<file path="config.mk">
export PLATFORM = sky130hd
export DESIGN_NAME = press_duration_blink_controller_flat
export DESIGN_NICKNAME = d
export VERILOG_FILES = /design/src/rtl/pdb_pkg.sv /design/src/rtl/pdb_in_if.sv /design/src/rtl/pdb_out_if.sv /design/src/rtl/pdb_cfg_regs.sv /design/src/rtl/pdb_in_stage.sv /design/src/rtl/pdb_core.sv /design/src/rtl/press_duration_blink_controller.sv /design/src/flat_wrapper.sv
export VERILOG_INCLUDE_DIRS = /design/src /design/src/rtl
export SDC_FILE = /design/constraint.sdc
export NUM_CORES = 1
export LEC_CHECK = 0
export ABC_AREA = 1
export BUFFER_PORTS_ARGS = -buffer_cell sky130_fd_sc_hd__buf_2
export CAP_MARGIN = 20
export CORE_ASPECT_RATIO = 0.9
export CORE_MARGIN = 2
export CORE_UTILIZATION = 40
export DETAILED_ROUTE_END_ITERATION = 10
export HOLD_SLACK_MARGIN = 0.12
export RECOVER_POWER = 25
export SLEW_MARGIN = 20
export SYNTH_ARGS = -nofsm -noshare
export SYNTH_HDL_FRONTEND = slang
export SYNTH_SLANG_ARGS = --single-unit
</file>
<file path="constraint.sdc">
create_clock -name clk_i -period 6.7 [get_ports clk_i]
set_clock_uncertainty 0.15 [all_clocks]
set_input_delay 1.005 -clock clk_i [delete_from_list [all_inputs] [get_ports clk_i]]
set_output_delay 1.005 -clock clk_i [all_outputs]
set_load 0.01 [all_outputs]
</file>
<file path="src/rtl/assert_macros.svh">
// Assertion helpers for the RTL.
`ifndef ASSERT_MACROS_SVH
`define ASSERT_MACROS_SVH

// Property checked on every rising clock edge outside reset.
`define ASSERT_CLK(lbl, clk, rst_n, prop, msg) \
  lbl: assert property (@(posedge clk) disable iff (!(rst_n)) (prop)) else $error(msg);

// Condition that must never hold outside reset.
`define ASSERT_NEVER(lbl, clk, rst_n, cond, msg) \
  lbl: assert property (@(posedge clk) disable iff (!(rst_n)) !(cond)) else $error(msg);

`endif

</file>
<file path="src/rtl/pdb_pkg.sv">
`timescale 1ns / 1ps
`default_nettype none

package pdb_pkg;

  localparam int unsigned PotW    = 10;
  localparam int unsigned PwmW    = 8;
  localparam int unsigned TimerW  = 16;
  localparam int unsigned PeriodW = 12;
  localparam int unsigned CfgIdxW = 3;
  localparam int unsigned CfgDataW = 16;

  // Register indexes of the configuration port
  localparam logic [CfgIdxW-1:0] CfgIdxLongPress  = 3'd0;
  localparam logic [CfgIdxW-1:0] CfgIdxShortMin   = 3'd1;
  localparam logic [CfgIdxW-1:0] CfgIdxFloor      = 3'd2;
  localparam logic [CfgIdxW-1:0] CfgIdxStep       = 3'd3;
  localparam logic [CfgIdxW-1:0] CfgIdxCeiling    = 3'd4;
  localparam logic [CfgIdxW-1:0] CfgIdxPwmInterval = 3'd5;

  // Reset values
  localparam logic [TimerW-1:0]  LongPressRst   = 16'd3000;
  localparam logic [TimerW-1:0]  ShortMinRst    = 16'd100;
  localparam logic [PeriodW-1:0] FloorRst       = 12'd150;
  localparam logic [PeriodW-1:0] StepRst        = 12'd200;
  localparam logic [PeriodW-1:0] CeilingRst     = 12'd1000;
  localparam logic [TimerW-1:0]  PwmIntervalRst = 16'd200;

  localparam logic [TimerW-1:0]  TimerMax = '1;

  typedef struct packed {
    logic [TimerW-1:0]  long_press_ms;
    logic [TimerW-1:0]  short_min_ms;
    logic [PeriodW-1:0] period_floor_ms;
    logic [PeriodW-1:0] period_step_ms;
    logic [PeriodW-1:0] period_ceiling_ms;
    logic [TimerW-1:0]  pwm_interval_ms;
  } cfg_t;

  typedef struct packed {
    logic            button_pressed;
    logic [PotW-1:0] pot_sample;
  } in_beat_t;

  // Input register to core
  typedef struct packed {
    logic     valid;
    in_beat_t beat;
  } in_stage_t;

endpackage

`default_nettype wire

</file>
<file path="src/rtl/pdb_in_if.sv">
`timescale 1ns / 1ps
`default_nettype none

interface pdb_in_if;
  import pdb_pkg::*;

  logic            valid;
  logic            ready;
  logic            button_pressed;
  logic [PotW-1:0] pot_sample;

  modport source (output valid, button_pressed, pot_sample, input ready);
  modport sink   (input valid, button_pressed, pot_sample, output ready);
endinterface

`default_nettype wire

</file>
<file path="src/rtl/pdb_out_if.sv">
`timescale 1ns / 1ps
`default_nettype none

interface pdb_out_if;
  import pdb_pkg::*;

  logic               valid;
  logic               ready;
  logic               led_on;
  logic [PwmW-1:0]    pwm_level;
  logic               short_press;
  logic               long_press;
  logic [PeriodW-1:0] blink_period_ms;

  modport source (output valid, led_on, pwm_level, short_press, long_press,
                  blink_period_ms, input ready);
  modport sink   (input valid, led_on, pwm_level, short_press, long_press,
                  blink_period_ms, output ready);
endinterface

`default_nettype wire

</file>
<file path="src/rtl/pdb_cfg_regs.sv">
`timescale 1ns / 1ps
`default_nettype none

module pdb_cfg_regs (
  input  wire logic                            clk_i,
  input  wire logic                            rst_ni,
  input  wire logic                            cfg_we_i,
  input  wire logic [pdb_pkg::CfgIdxW-1:0]     cfg_idx_i,
  input  wire logic [pdb_pkg::CfgDataW-1:0]    cfg_wdata_i,
  output pdb_pkg::cfg_t                        cfg_o
);
  import pdb_pkg::*;

  cfg_t cfg_q, cfg_d;

  // Register decode; unknown indexes are dropped
  always_comb begin
    cfg_d = cfg_q;
    if (cfg_we_i) begin
      case (cfg_idx_i)
        CfgIdxLongPress:   cfg_d.long_press_ms     = cfg_wdata_i[TimerW-1:0];
        CfgIdxShortMin:    cfg_d.short_min_ms      = cfg_wdata_i[TimerW-1:0];
        CfgIdxFloor:       cfg_d.period_floor_ms   = cfg_wdata_i[PeriodW-1:0];
        CfgIdxStep:        cfg_d.period_step_ms    = cfg_wdata_i[PeriodW-1:0];
        CfgIdxCeiling:     cfg_d.period_ceiling_ms = cfg_wdata_i[PeriodW-1:0];
        CfgIdxPwmInterval: cfg_d.pwm_interval_ms   = cfg_wdata_i[TimerW-1:0];
        default: ;
      endcase
    end
  end

  always_ff @(posedge clk_i or negedge rst_ni) begin
    if (!rst_ni) begin
      cfg_q.long_press_ms     <= LongPressRst;
      cfg_q.short_min_ms      <= ShortMinRst;
      cfg_q.period_floor_ms   <= FloorRst;
      cfg_q.period_step_ms    <= StepRst;
      cfg_q.period_ceiling_ms <= CeilingRst;
      cfg_q.pwm_interval_ms   <= PwmIntervalRst;
    end else begin
      cfg_q <= cfg_d;
    end
  end

  assign cfg_o = cfg_q;

endmodule

`default_nettype wire

</file>
<file path="src/rtl/pdb_in_stage.sv">
`timescale 1ns / 1ps
`default_nettype none

module pdb_in_stage (
  input  wire logic          clk_i,
  input  wire logic          rst_ni,
  pdb_in_if.sink             in_ch,
  input  wire logic          take_i,
  output pdb_pkg::in_stage_t stage_o
);
  import pdb_pkg::*;

  logic     valid_q, valid_d;
  in_beat_t beat_q, beat_d;
  logic     load;

  // Slot is free when empty or being drained this cycle
  assign in_ch.ready = !valid_q || take_i;
  assign load        = in_ch.valid && in_ch.ready;

  always_comb begin
    valid_d = valid_q;
    beat_d  = beat_q;
    if (load) begin
      valid_d             = 1'b1;
      beat_d.button_pressed = in_ch.button_pressed;
      beat_d.pot_sample     = in_ch.pot_sample;
    end else if (take_i) begin
      valid_d = 1'b0;
    end
  end

  always_ff @(posedge clk_i or negedge rst_ni) begin
    if (!rst_ni) begin
      valid_q <= 1'b0;
    end else begin
      valid_q <= valid_d;
    end
  end

  // Payload, no reset
  always_ff @(posedge clk_i) begin
    beat_q <= beat_d;
  end

  assign stage_o.valid = valid_q;
  assign stage_o.beat  = beat_q;

endmodule

`default_nettype wire

</file>
<file path="src/rtl/pdb_core.sv">
`timescale 1ns / 1ps
`default_nettype none

`include "assert_macros.svh"

module pdb_core (
  input  wire logic          clk_i,
  input  wire logic          rst_ni,
  input  wire pdb_pkg::cfg_t      cfg_i,
  input  wire pdb_pkg::in_stage_t stage_i,
  output logic               take_o,
  pdb_out_if.source          out_ch
);
  import pdb_pkg::*;

  // Tick state
  logic               prev_q, prev_d;
  logic               long_done_q, long_done_d;
  logic               led_q, led_d;
  logic [TimerW-1:0]  press_q, press_d;
  logic [TimerW-1:0]  blink_q, blink_d;
  logic [TimerW-1:0]  pwm_t_q, pwm_t_d;
  logic [PeriodW-1:0] period_q, period_d;
  logic [PwmW-1:0]    held_q, held_d;

  // Result register
  logic out_valid_q, out_valid_d;
  logic short_q, short_d;
  logic long_q, long_d;

  logic               pressed;
  logic               press_edge;
  logic               release_edge;
  logic               long_fire;
  logic [PeriodW:0]   period_sum;
  logic [PotW+PwmW-1:0] scaled_prod;
  logic [PwmW-1:0]    scaled_q0;
  logic [PotW:0]      scaled_rem;
  logic [PwmW-1:0]    scaled;

  function automatic logic [TimerW-1:0] sat_inc(input logic [TimerW-1:0] t);
    sat_inc = (t == TimerMax) ? t : t + 1'b1;
  endfunction

  assign take_o  = stage_i.valid && (!out_valid_q || out_ch.ready);
  assign pressed = stage_i.beat.button_pressed;

  // Sample * 255 / 1023: estimate by >>10, one correction step
  assign scaled_prod = ({8'd0, stage_i.beat.pot_sample} << 8)
                     - {8'd0, stage_i.beat.pot_sample};
  assign scaled_q0   = scaled_prod[PotW+PwmW-1:PotW];
  assign scaled_rem  = {1'b0, scaled_prod[PotW-1:0]} + {3'd0, scaled_q0};
  assign scaled      = scaled_q0 + PwmW'(scaled_rem >= 11'd1023);

  assign press_edge   = pressed && !prev_q;
  assign release_edge = !pressed && prev_q;
  assign period_sum   = {1'b0, period_q} + {1'b0, cfg_i.period_step_ms};

  // One tick of the controller
  always_comb begin
    prev_d      = prev_q;
    long_done_d = long_done_q;
    led_d       = led_q;
    press_d     = press_q;
    blink_d     = blink_q;
    pwm_t_d     = pwm_t_q;
    period_d    = period_q;
    held_d      = held_q;
    short_d     = short_q;
    long_d      = long_q;
    long_fire   = 1'b0;
    out_valid_d = out_valid_q;

    if (out_ch.ready) begin
      out_valid_d = 1'b0;
    end

    if (take_o) begin
      out_valid_d = 1'b1;
      short_d     = 1'b0;
      long_d      = 1'b0;
      press_d     = sat_inc(press_q);
      blink_d     = sat_inc(blink_q);
      pwm_t_d     = sat_inc(pwm_t_q);

      if (press_edge) begin
        press_d     = '0;
        long_done_d = 1'b0;
        led_d       = 1'b1;
        blink_d     = '0;
      end

      long_fire = pressed && !long_done_d && (press_d >= cfg_i.long_press_ms);
      if (long_fire) begin
        period_d    = (period_sum > {1'b0, cfg_i.period_ceiling_ms})
                    ? cfg_i.period_floor_ms : period_sum[PeriodW-1:0];
        long_done_d = 1'b1;
        blink_d     = '0;
        long_d      = 1'b1;
      end

      if (release_edge) begin
        short_d = !long_done_d && (press_d >= cfg_i.short_min_ms);
        blink_d = '0;
      end

      // Blink toggle while released
      if (!pressed && (blink_d >= {4'd0, period_d})) begin
        blink_d = '0;
        led_d   = !led_d;
      end

      prev_d = pressed;

      if (pwm_t_d >= cfg_i.pwm_interval_ms) begin
        pwm_t_d = '0;
        held_d  = scaled;
      end
    end
  end

  always_ff @(posedge clk_i or negedge rst_ni) begin
    if (!rst_ni) begin
      prev_q      <= 1'b0;
      long_done_q <= 1'b0;
      led_q       <= 1'b0;
      press_q     <= '0;
      blink_q     <= '0;
      pwm_t_q     <= '0;
      period_q    <= FloorRst;
      held_q      <= '0;
      out_valid_q <= 1'b0;
    end else begin
      prev_q      <= prev_d;
      long_done_q <= long_done_d;
      led_q       <= led_d;
      press_q     <= press_d;
      blink_q     <= blink_d;
      pwm_t_q     <= pwm_t_d;
      period_q    <= period_d;
      held_q      <= held_d;
      out_valid_q <= out_valid_d;
    end
  end

  // Pulse fields, no reset
  always_ff @(posedge clk_i) begin
    short_q <= short_d;
    long_q  <= long_d;
  end

  assign out_ch.valid           = out_valid_q;
  assign out_ch.led_on          = led_q;
  assign out_ch.pwm_level       = held_q;
  assign out_ch.short_press     = short_q;
  assign out_ch.long_press      = long_q;
  assign out_ch.blink_period_ms = period_q;

  `ASSERT_NEVER(a_pulses_exclusive, clk_i, rst_ni, out_valid_q && short_q && long_q, "short and long pulse together")
  `ASSERT_CLK(a_edge_lights_led, clk_i, rst_ni, take_o && press_edge |=> led_q, "press edge did not light LED")
  `ASSERT_CLK(a_long_while_held, clk_i, rst_ni, out_valid_q && long_q |-> prev_q, "long pulse on released tick")
  `ASSERT_CLK(a_short_on_release, clk_i, rst_ni, out_valid_q && short_q |-> !prev_q && !long_done_q, "short pulse while held or after long press")

endmodule

`default_nettype wire

</file>
<file path="src/rtl/press_duration_blink_controller.sv">
`timescale 1ns / 1ps
`default_nettype none

// Press-duration blink controller.
// in_ch carries one beat per millisecond tick: the button level and a 10-bit
// potentiometer sample. out_ch returns exactly one beat per input beat: LED
// level, held PWM level, short/long press pulses and the blink period in use.
// Config write port cfg_we_i/cfg_idx_i/cfg_wdata_i: the user must write while
// the block is idle (not enforced); indexes past the last register are dropped.
// A beat accepted on in_ch is parked in the input register; the tick update
// writes its result into the output register, where it waits for out_ch.
// Throughput: one beat per cycle while out_ch does not stall, set by the single
// tick update between the input register and the output register.
// Reset clears the timers, press/LED state and PWM level, loads the period
// with 150 and the registers with their defaults; no beat is then pending.
// When the receiver stalls, the result beat holds and one more input beat is
// parked in the input register; after that in_ch.ready drops.

module press_duration_blink_controller (
  input  wire logic                          clk_i,
  input  wire logic                          rst_ni,
  pdb_in_if.sink                             in_ch,
  pdb_out_if.source                          out_ch,
  input  wire logic                          cfg_we_i,
  input  wire logic [pdb_pkg::CfgIdxW-1:0]   cfg_idx_i,
  input  wire logic [pdb_pkg::CfgDataW-1:0]  cfg_wdata_i
);
  import pdb_pkg::*;

  cfg_t      cfg;
  in_stage_t stage;
  logic      take;

  pdb_cfg_regs u_cfg (
    .clk_i       (clk_i),
    .rst_ni      (rst_ni),
    .cfg_we_i    (cfg_we_i),
    .cfg_idx_i   (cfg_idx_i),
    .cfg_wdata_i (cfg_wdata_i),
    .cfg_o       (cfg)
  );

  pdb_in_stage u_in (
    .clk_i   (clk_i),
    .rst_ni  (rst_ni),
    .in_ch   (in_ch),
    .take_i  (take),
    .stage_o (stage)
  );

  pdb_core u_core (
    .clk_i   (clk_i),
    .rst_ni  (rst_ni),
    .cfg_i   (cfg),
    .stage_i (stage),
    .take_o  (take),
    .out_ch  (out_ch)
  );

endmodule

`default_nettype wire
</file>
<file path="src/flat_wrapper.sv">
// flat-port wrapper written by rule: the top's interface ports become plain ports
module press_duration_blink_controller_flat import pdb_pkg::*;
  (clk_i, rst_ni, cfg_we_i, cfg_idx_i, cfg_wdata_i, in_ch_valid, in_ch_button_pressed, in_ch_pot_sample, in_ch_ready, out_ch_valid, out_ch_led_on, out_ch_pwm_level, out_ch_short_press, out_ch_long_press, out_ch_blink_period_ms, out_ch_ready);
  pdb_in_if in_ch_i ();
  pdb_out_if out_ch_i ();
  input  wire logic clk_i;
  input  wire logic rst_ni;
  input  wire logic cfg_we_i;
  input  wire logic [pdb_pkg::CfgIdxW-1:0] cfg_idx_i;
  input  wire logic [pdb_pkg::CfgDataW-1:0] cfg_wdata_i;
  input wire logic [$bits(in_ch_i.valid)-1:0] in_ch_valid;
  input wire logic [$bits(in_ch_i.button_pressed)-1:0] in_ch_button_pressed;
  input wire logic [$bits(in_ch_i.pot_sample)-1:0] in_ch_pot_sample;
  output wire logic [$bits(in_ch_i.ready)-1:0] in_ch_ready;
  output wire logic [$bits(out_ch_i.valid)-1:0] out_ch_valid;
  output wire logic [$bits(out_ch_i.led_on)-1:0] out_ch_led_on;
  output wire logic [$bits(out_ch_i.pwm_level)-1:0] out_ch_pwm_level;
  output wire logic [$bits(out_ch_i.short_press)-1:0] out_ch_short_press;
  output wire logic [$bits(out_ch_i.long_press)-1:0] out_ch_long_press;
  output wire logic [$bits(out_ch_i.blink_period_ms)-1:0] out_ch_blink_period_ms;
  input wire logic [$bits(out_ch_i.ready)-1:0] out_ch_ready;
  assign in_ch_i.valid = in_ch_valid;
  assign in_ch_i.button_pressed = in_ch_button_pressed;
  assign in_ch_i.pot_sample = in_ch_pot_sample;
  assign in_ch_ready = in_ch_i.ready;
  assign out_ch_valid = out_ch_i.valid;
  assign out_ch_led_on = out_ch_i.led_on;
  assign out_ch_pwm_level = out_ch_i.pwm_level;
  assign out_ch_short_press = out_ch_i.short_press;
  assign out_ch_long_press = out_ch_i.long_press;
  assign out_ch_blink_period_ms = out_ch_i.blink_period_ms;
  assign out_ch_i.ready = out_ch_ready;
  press_duration_blink_controller u_core (.clk_i(clk_i), .rst_ni(rst_ni), .in_ch(in_ch_i), .out_ch(out_ch_i), .cfg_we_i(cfg_we_i), .cfg_idx_i(cfg_idx_i), .cfg_wdata_i(cfg_wdata_i));
endmodule
</file>
==> metrics.txt, run 1 <==
status=finished, violations left; failing checks=capacitance limit, slew limit; Max Cap Viol=1; nets@finish=1717; maximum VDD drop=0.206 mV; Setup CP Type=reg2reg; clk root buf=clkbuf_16; Overall Global Routing Usage=20.2%; Worst setup SP type=flip-flop; cts bufs inserted=17; CTS Hold Bufs=0; cell mode on critical path=nand2_1; Setup crit end=u_core.u_core.blink_q[1]$_DFFE_PN0P_; CP Data Arrival Time=5770 ps; largest net degree at the start of global routing=86; post-CTS resize count=0; area of the mapped netlist=0.0114 sq mm; largest family of logic cells by synthesized area=simple AND/OR/NAND/NOR gates; gr busiest metal=met2; post-synthesis register bit count=170; DP HPWL=21400 microns; synthesis-to-finish area growth=10.5%; Vias=9695; CTS tree=built; unrepaired setup endpoints after global routing=no; n_diodes=0; slowest CP cell=nor3_1; Final Wtd Congestion=0.899; async set or reset register ratio after synthesis=92.4%; routed len/inst=14.6 microns; Crit Path Max Fanout=23; CP required=6930 ps; Post-CTS Setup Inserts=0; Die Ht=164 microns; Longest Clk Path Bufs=2; Worst slew margin=-216%; Hold Worst Slack=326 ps; Rows=58; initial cell density of the core=40.7%; share of layout cells above drive strength 1=11.0%; Simple-Gate Fraction of Synth Area=27.3%; Die ar.=0.0298 sq mm; Final Setup Violations=0; DR iter-0 viols=683; Fmax=181 MHz; endpoint class of the critical path=flip-flop; setup TNS=0 ps; clock slew at reported path FFs=70 ps; I/O Pins=60; Net Count, Synth=1672; Lkg Pwr=6.48 nW; Core Area=0.0279 sq mm; H-tree level count=4; crit share post-route=82.6%; Post-Synth XOR/XNOR Area=3.38%; Skew-Pair Late Insertion Delay=440 ps; worst hold path cell count=2; GR met3 Demand/Resource=3.04%; max incr delay on CP=440 ps; Hold Crit Class=reg2reg; reg-to-reg endpoint=u_core.u_core.blink_q[1]$_DFFE_PN0P_; Worst Tran Pin Value=4740 ps; synth warn=0; Remaining DRCs=0; Tot Pwr=4.46 mW; mux contribution to synthesized area=0.0881%; compound-cell area share of the yosys netlist=10.8%; DRT Pass-1 Iters=7; RR Startpoint=u_core.u_core.press_q[0]$_DFFE_PN0P_; FILL cells=2826; IO buf count=59; Fin. Hold Viols=0; sequential area share after synthesis=38.3%; Post-synth EDFFs=13; Slew Viols, Final=86; Cell Pwr Density=355 mW/mm^2; Die W=182 microns; ys flop type=dfrtp_1; vias in the first global route=9433; antenna violations before repair=0; clk sinks=170; Reg2Reg Depth=42; Syn Area/Cell=7.40 sq um; post-synthesis cell count=1535; final WL=28500 microns; met2 Track Usage GR=33.2%; FF/Latch Area=0.00436 sq mm; Multi-input gate area=0.00602 sq mm; Post-Synth Adder-Cell Area=11.4%; first-pass GRT wire length=48100 microns; Tmin final=5530 ps; DR vias/cell=4.96; unique cell type count in the Yosys netlist=48; R2R Setup Slk=1170 ps; Final ANT Viol Nets=0; Crit. Startpoint=u_core.u_core.press_q[0]$_DFFE_PN0P_; grt ovf=0; grt met1 use=28.5%
-- layer usage --
layer / routed length, microns / up-vias
li1: - / 5025
met2: 12900 / 168
met4: 245 / 0
met5: 0 / -
met1: 14400 / 4484
met3: 964 / 18
-- cell usage after synthesis (2+ instances only) --
master,number,share of area [%]
nand4_1,18,0.99
nand3b_1,4,0.26
o21ai_0,140,6.2
a211oi_1,2,0.13
o21ai_1,8,0.35
nor2_1,89,2.9
fa_1,2,0.35
clkbuf_1,30,0.99
buf_2,2,0.088
a21o_1,3,0.20
or2_2,5,0.28
or2_1,7,0.39
o21bai_1,2,0.13
o211ai_1,4,0.26
inv_2,11,0.36
o31ai_1,2,0.13
a21oi_1,61,2.7
dfrtp_1,127,28
nor2_2,10,0.55
nand3_1,81,3.6
o22ai_1,2,0.11
nor3_1,27,1.2
ha_1,100,11
edfxtp_1,13,3.4
xnor2_1,12,0.92
nor3_2,3,0.26
nand3_2,4,0.35
nand2_2,16,0.88
dfstp_2,30,6.9
a31oi_1,7,0.39
xor2_1,30,2.3
a21boi_0,2,0.13
nand2_4,2,0.20
nor4_1,4,0.22
nand2_1,451,15
buf_1,3,0.099
inv_1,210,6.9
-- cells by family (layout without fill, tap and decap cells) --
logic type	Yosys count	in the layout
muxes	1	1
adders and majority gates	102	102
and+or+nand+nor	726	726
AOI/OAI and AO/OA	235	235
DFF	170	170
buffers and inverters	258	316
xor gates and xnor gates	43	43
-- worst min path at each step --
stage / startpoint / endpoint / slack, ps
3_5_place_dp: u_core.u_core.out_ch.pwm_level[5]$_DFFE_PN0P_ / u_core.u_core.out_ch.pwm_level[5]$_DFFE_PN0P_ / 310
5_1_grt: u_core.u_cfg.cfg_o[81]$_DFFE_PN0P_ / u_core.u_cfg.cfg_o[81]$_DFFE_PN0P_ / 360
4_1_cts: u_core.u_core.out_ch.pwm_level[5]$_DFFE_PN0P_ / u_core.u_core.out_ch.pwm_level[5]$_DFFE_PN0P_ / 330
2_1_floorplan: u_core.u_cfg.cfg_o[10]$_DFFE_PN0P_ / u_core.u_cfg.cfg_o[10]$_DFFE_PN0P_ / 300
3_3_place_gp: u_core.u_core.out_ch.pwm_level[7]$_DFFE_PN0P_ / u_core.u_core.out_ch.pwm_level[7]$_DFFE_PN0P_ / 310
6_report: u_core.u_core.out_ch.pwm_level[7]$_DFFE_PN0P_ / u_core.u_core.out_ch.pwm_level[7]$_DFFE_PN0P_ / 330
-- cell type report --
type                            count  area share (%)
Multi-Input combinational cell   1107            48.0
Sequential cell                   170            34.7
Inverter                          222            6.63
Tap cell                          360            3.59
Clock buffer                       18            3.42
Timing Repair Buffer               62            2.50
Clock inverter                     14            1.21
-- layout by cell type, fill, tap and decap left out, drive strengths merged, types with 2 or more instances in the layout --
cell type and instances:
nand2 469, inv 231, o21ai 148, dfrtp 127, ha 100, nor2 100, nand3 85, a21oi 61
buf 59, xor2 31, dfstp 30, nor3 30, clkbuf 21, nand4 18, edfxtp 13, or2 13
xnor2 12, a31oi 7, o211ai 4, nor4 4, nand3b 4, a21o 3, clkinv 3, o21bai 2
o22ai 2, o31ai 2, a21boi 2, a211oi 2, fa 2
-- registers in the layout, indices dropped and copies added (netlist names) --
register / flops
u_core.u_core.prev_q: 1
u_core.u_core.pwm_t_q: 16
u_core.u_cfg.cfg_o: 84
u_core.u_core.blink_q: 16
u_core.u_core.out_ch.long_press: 1
u_core.u_core.out_ch.pwm_level: 8
u_core.u_in.stage_o: 11
u_core.u_core.out_ch.blink_period_ms: 12
u_core.u_core.press_q: 16
u_core.u_in.valid_q: 1
u_core.u_core.out_ch.valid: 1
u_core.u_core.long_done_q: 1
u_core.u_core.out_ch.short_press: 1
u_core.u_core.out_ch.led_on: 1
-- stage by stage --
stage | setup slack [ps] | cell area [sq um] | cells | utilization (%)
5_1_grt | 484 | 12600 | 1953 | 45.0
3_5_place_dp | 1180 | 12000 | 1921 | 42.9
6_report | 1170 | 12600 | 1953 | 45.0
2_1_floorplan | 2220 | 11400 | 1535 | -
4_1_cts | 1160 | 12600 | 1953 | 45.0
3_3_place_gp | 1200 | 12000 | 1921 | 42.9
-- worst max-delay path, delay by kind of cell, from the launching register on --
family | cells | cell delay (ps)
and+or+nand+nor | 35 | 3650
adders and majority gates | 3 | 840
buffers and inverters | 4 | 420
DFF | 1 | 420
-- power breakdown --
| part | switching, mW | internal (mW) |
|---|---|---|
| Combinational | 1.26 | 0.696 |
| Clock | 0.475 | 0.530 |
| Sequential | 0.197 | 1.30 |
No activity file was read; power rests on OpenSTA's default activity.
==> run 2: changes to the inputs <==
==> constraint.sdc (replaced) <==
create_clock -name clk_i -period 5.1 [get_ports clk_i]
set_clock_uncertainty 0.15 [all_clocks]
set_input_delay 0.765 -clock clk_i [delete_from_list [all_inputs] [get_ports clk_i]]
set_output_delay 0.765 -clock clk_i [all_outputs]
set_load 0.01 [all_outputs]
==> metrics.txt, run 2 (synthesis results as in run 1) <==
grt ovf=0; largest net degree at the start of global routing=69; Lkg Pwr=6.66 nW; Worst slew margin=-149%; Crit Path Max Fanout=8; share of layout cells above drive strength 1=14.8%; antenna violations before repair=0; Die ar.=0.0298 sq mm; slowest CP cell=dfrtp_1; Layout Cells excl Fill=1985; CP Data Arrival Time=4920 ps; status=finished, violations left; endpoint class of the critical path=flip-flop; Final Setup Violations=0; Cell Pwr Density=475 mW/mm^2; clk root buf=clkbuf_16; Max Cap Viol=1; clk sinks=170; Final Wtd Congestion=0.936; Fin. Hold Viols=0; Final ANT Viol Nets=0; Setup WS pre-CTS=-19.5 ps; Hold Crit Class=reg2reg; Worst setup SP type=flip-flop; Rows=58; Skew-Pair Late Insertion Delay=440 ps; Worst Tran Pin Value=3730 ps; DR iter-0 viols=624; initial cell density of the core=40.7%; Die Ht=164 microns; most common cell after layout, fill and taps aside=nand2_1; maximum VDD drop=0.298 mV; Multi-input gate area=0.00621 sq mm; Remaining DRCs=0; synthesis-to-finish area growth=14.1%; Setup CP Type=reg2reg; Fmax=211 MHz; commonest cells after routing, fill and taps aside=nand2_1, inv_1, o21ai_0, dfrtp_1, ha_1; Core Area=0.0279 sq mm; first-pass GRT wire length=48300 microns; I/O Pins=60; FILL cells=2781; placed cells=1937; IO buf count=59; cts bufs inserted=17; Vias=9904; CTS Hold Bufs=0; Design Area, Final=0.0130 sq mm; final WL=29400 microns; nets@finish=1748; routed len/inst=14.8 microns; setup ws final=364 ps; CP required=5290 ps; Die W=182 microns; utilization of the core after routing=46.4%; H-tree level count=4; max incr delay on CP=390 ps; Overall Global Routing Usage=20.4%; FF/Latch Area=0.00436 sq mm; DRT Pass-1 Iters=5; DP HPWL=22100 microns; Longest Clk Path Bufs=2; CTS tree=built; clock slew at reported path FFs=70 ps; max reg flops=84; DR vias/cell=4.99; Slew Viols, Final=67; placed cell area=0.0121 sq mm; Tmin final=4740 ps; vias in the first global route=9458; failing checks=capacitance limit, slew limit; cell mode on critical path=nand2_1; crit share post-route=92.9%; setup TNS=0 ps
## run 2: cell count changes in the layout (fill, tap and decap cells not counted), moves of 3 or more
cell | previous run | this run
nand2_1 | 450 | 440
a21oi_2 | 0 | 6
buf_4 | 3 | 31
inv_6 | 6 | 2
ha_1 | 100 | 97
nor2_4 | 1 | 4
nor2_1 | 89 | 84
a21oi_1 | 61 | 55
nand2_2 | 17 | 25
## run 2: metal layers
metal	global-route usage, %	routed length [microns]
met1	28.4	14400
met2	32.9	13400
met3	3.17	1100
met4	6.21	546
met5	0	0
## run 2: path summary, 6_finish.rpt
check / from / slack (ps) / to / depth (start not counted)
hold reg to reg: u_core.u_cfg.cfg_o[55]$_DFFE_PN0P_ / 330 / u_core.u_cfg.cfg_o[55]$_DFFE_PN0P_ / 2
max in group asynchronous: rst_ni / 970 / u_core.u_core.out_ch.blink_period_ms[0]$_DFFE_PN0P_ / 1
min in group asynchronous: rst_ni / 1450 / u_core.u_cfg.cfg_o[27]$_DFFE_PN0P_ / 1
setup reg to reg: u_core.u_core.press_q[0]$_DFFE_PN0P_ / 360 / u_core.u_core.blink_q[6]$_DFFE_PN0P_ / 44
setup / recovery: u_core.u_core.press_q[0]$_DFFE_PN0P_ / 360 / u_core.u_core.blink_q[6]$_DFFE_PN0P_ / 44
hold / removal: u_core.u_cfg.cfg_o[55]$_DFFE_PN0P_ / 330 / u_core.u_cfg.cfg_o[55]$_DFFE_PN0P_ / 2
## run 2: layout make-up
cell class,instances,area share (%)
Antenna cell,1,0.0193
Clock buffer,17,3.28
Clock inverter,15,1.22
Inverter,222,6.42
Multi-Input combinational cell,1109,47.9
Sequential cell,170,33.6
Tap cell,360,3.47
Timing Repair Buffer,91,4.12
## run 2: what timing repair did
item,in CTS,in global routing
cloned,0,2
pin swaps,1,14
endpoints found under the setup margin,16,17
resized for setup,1,43
setup buffers,2,11
## run 2: worst max-delay path, delay by kind of cell (launching register included)
| family | cells | cell delay (ps) |
|---|---|---|
| adder cells (fa/ha/maj) | 3 | 700 |
| buffers and inverters | 4 | 190 |
| flip-flops | 1 | 390 |
| AND/OR/NAND/NOR | 37 | 3180 |
## run 2: power by group
group	internal, mW	switching, mW	leakage (nW)
sequential	1.71	0.261	2.08
combinational	1.09	1.80	4.30
clock	0.655	0.644	0.282
## run 2: through the flow
stage	hold WS (ps)	power [mW]
finish	334	6.16
global route	326	6.73
CTS	180	6.04
detailed placement	316	4.68
global placement	313	4.65
floorplan	303	3.85
==> run 3: changes to the inputs <==
--- a/config.mk
+++ b/config.mk
@@ -7,7 +7,7 @@
 export NUM_CORES = 1
 export LEC_CHECK = 0
 export ABC_AREA = 1
-export BUFFER_PORTS_ARGS = -buffer_cell sky130_fd_sc_hd__buf_2
+export BUFFER_PORTS_ARGS = -buffer_cell sky130_fd_sc_hd__clkbuf_2
 export CAP_MARGIN = 20
 export CORE_ASPECT_RATIO = 0.9
 export CORE_MARGIN = 2
==> metrics.txt, run 3 (synthesis results as in run 1) <==
status=finished, violations left; failing checks=capacitance limit, slew limit; Crit Path Max Fanout=8; CP required=5280 ps; Flop pwr share=32.1%; net load switching power=2.63 mW; DR vias/cell=5.02; most common cell after layout, fill and taps aside=nand2_1; antenna violations before repair=0; I/O Pins=60; Worst setup SP type=flip-flop; Int Power=3.53 mW; endpoint class of the critical path=flip-flop; placed cell area=0.0121 sq mm; Final Wtd Congestion=0.918; Clk pwr share=22.7%; Tot Pwr=6.16 mW; clk root buf=clkbuf_16; nets@finish=1742; cts bufs inserted=17; Design Area, Final=0.0129 sq mm; Hold Worst Slack=336 ps; grt ovf=0; FILL cells=2822; Hold Crit Class=reg2reg; H-tree level count=4; Tmin final=4770 ps; final WL=29100 microns; CTS Hold Bufs=0; Cell Pwr Density=477 mW/mm^2; Overall Global Routing Usage=20.2%; maximum VDD drop=0.260 mV; Vias=9931; first-pass GRT wire length=47900 microns; slowest CP cell=dfrtp_1; cell mode on critical path=nand2_1; Final ANT Viol Nets=0; DRT Pass-1 Iters=5; max incr delay on CP=430 ps; Fmax=210 MHz; Die ar.=0.0298 sq mm; n_diodes=0; clk sinks=170; Rows=58; R2R Setup Slk=330 ps; Comb pwr share=45.1%; max reg flops=84; clock slew at reported path FFs=70 ps; Fin. Hold Viols=0; CP Data Arrival Time=4950 ps; Lkg Pwr=6.65 nW; Final Setup Violations=0; sw frac=42.7%; synthesis-to-finish area growth=13.5%; initial cell density of the core=40.7%; routed len/inst=14.7 microns; setup TNS=0 ps; DR iter-0 viols=668; Setup CP Type=reg2reg; IO buf count=59; Max Cap Viol=1; share of layout cells above drive strength 1=13.6%; CTS tree=built; Remaining DRCs=0; Worst Tran Pin Value=3690 ps; commonest cells after routing, fill and taps aside=nand2_1, inv_1, o21ai_0, dfrtp_1, ha_1; Core Area=0.0279 sq mm; vias in the first global route=9264; Slew Viols, Final=81; Worst slew margin=-146%; largest net degree at the start of global routing=81; Die Ht=164 microns; Longest Clk Path Bufs=2; crit share post-route=93.5%; Skew-Pair Late Insertion Delay=450 ps; Die W=182 microns; DP HPWL=22000 microns
run 3: through the flow:
stage,instances,util [%],setup slack [ps]
2_1_floorplan,1535,-,622
3_3_place_gp,1938,43.4,17.6
3_5_place_dp,1938,43.4,-3.87
4_1_cts,1970,45.6,42.2
5_1_grt,1978,46.2,-53.7
6_report,1978,46.2,333
run 3: repair_timing:
action	4_1_cts	5_1_grt
pin swaps	0	8
endpoints found under the setup margin	15	17
resized for setup	1	26
gates cloned	0	1
setup buffers	0	7
run 3: final timing paths:
path                                                                from                                            end  cells past startpoint
setup / recovery                    u_core.u_core.press_q[0]$_DFFE_PN0P_           u_core.u_core.blink_q[4]$_DFFE_PN0P_                     40
hold / removal             u_core.u_core.out_ch.pwm_level[0]$_DFFE_PN0P_  u_core.u_core.out_ch.pwm_level[0]$_DFFE_PN0P_                      2
setup reg to reg                    u_core.u_core.press_q[0]$_DFFE_PN0P_           u_core.u_core.blink_q[4]$_DFFE_PN0P_                     40
hold reg to reg            u_core.u_core.out_ch.pwm_level[0]$_DFFE_PN0P_  u_core.u_core.out_ch.pwm_level[0]$_DFFE_PN0P_                      2
max in group asynchronous                                         rst_ni          u_core.u_core.pwm_t_q[13]$_DFFE_PN0P_                      1
min in group asynchronous                                         rst_ni             u_core.u_cfg.cfg_o[27]$_DFFE_PN0P_                      1
run 3: worst max-delay path, delay by kind of cell (launching register included):
kind                     cells  cell delay (ps)
buffers and inverters        3              220
AND/OR/NAND/NOR             33             2780
flip-flops                   1              430
adder cells (fa/ha/maj)      3              790
AO/OA/AOI/OAI                1              270
run 3: metal layers:
layer | routed length, microns | global-route usage (%) | part of all wire [%] | up-vias
met4 | 432 | 5.40 | 1.5 | 0
li1 | - | - | - | 5087
met2 | 13200 | 32.5 | 45 | 195
met5 | 0 | 0 | 0 | -
met1 | 14200 | 28.4 | 49 | 4621
met3 | 1240 | 3.30 | 4.3 | 28
run 3: cell type report:
class                   instances  area (sq um)  share of cell area [%]
clock inverters                13           169                    1.31
multi-input cells            1108          6140                    47.6
well taps                     360           450                    3.49
clock buffers                  19           454                    3.52
flip-flops and latches        170          4360                    33.8
repair buffers                 86           499                    3.87
inverters                     222           833                    6.46
run 3: power by group through the flow:
stage / Sequential [mW] / Combinational (mW) / Clock [mW]
6_report: 1.98 / 2.78 / 1.40
3_3_place_gp: 2.00 / 2.64 / 0
5_1_grt: 2.02 / 3.20 / 1.48
2_1_floorplan: 1.95 / 1.90 / 0
3_5_place_dp: 2.00 / 2.67 / 0
4_1_cts: 1.98 / 2.69 / 1.43
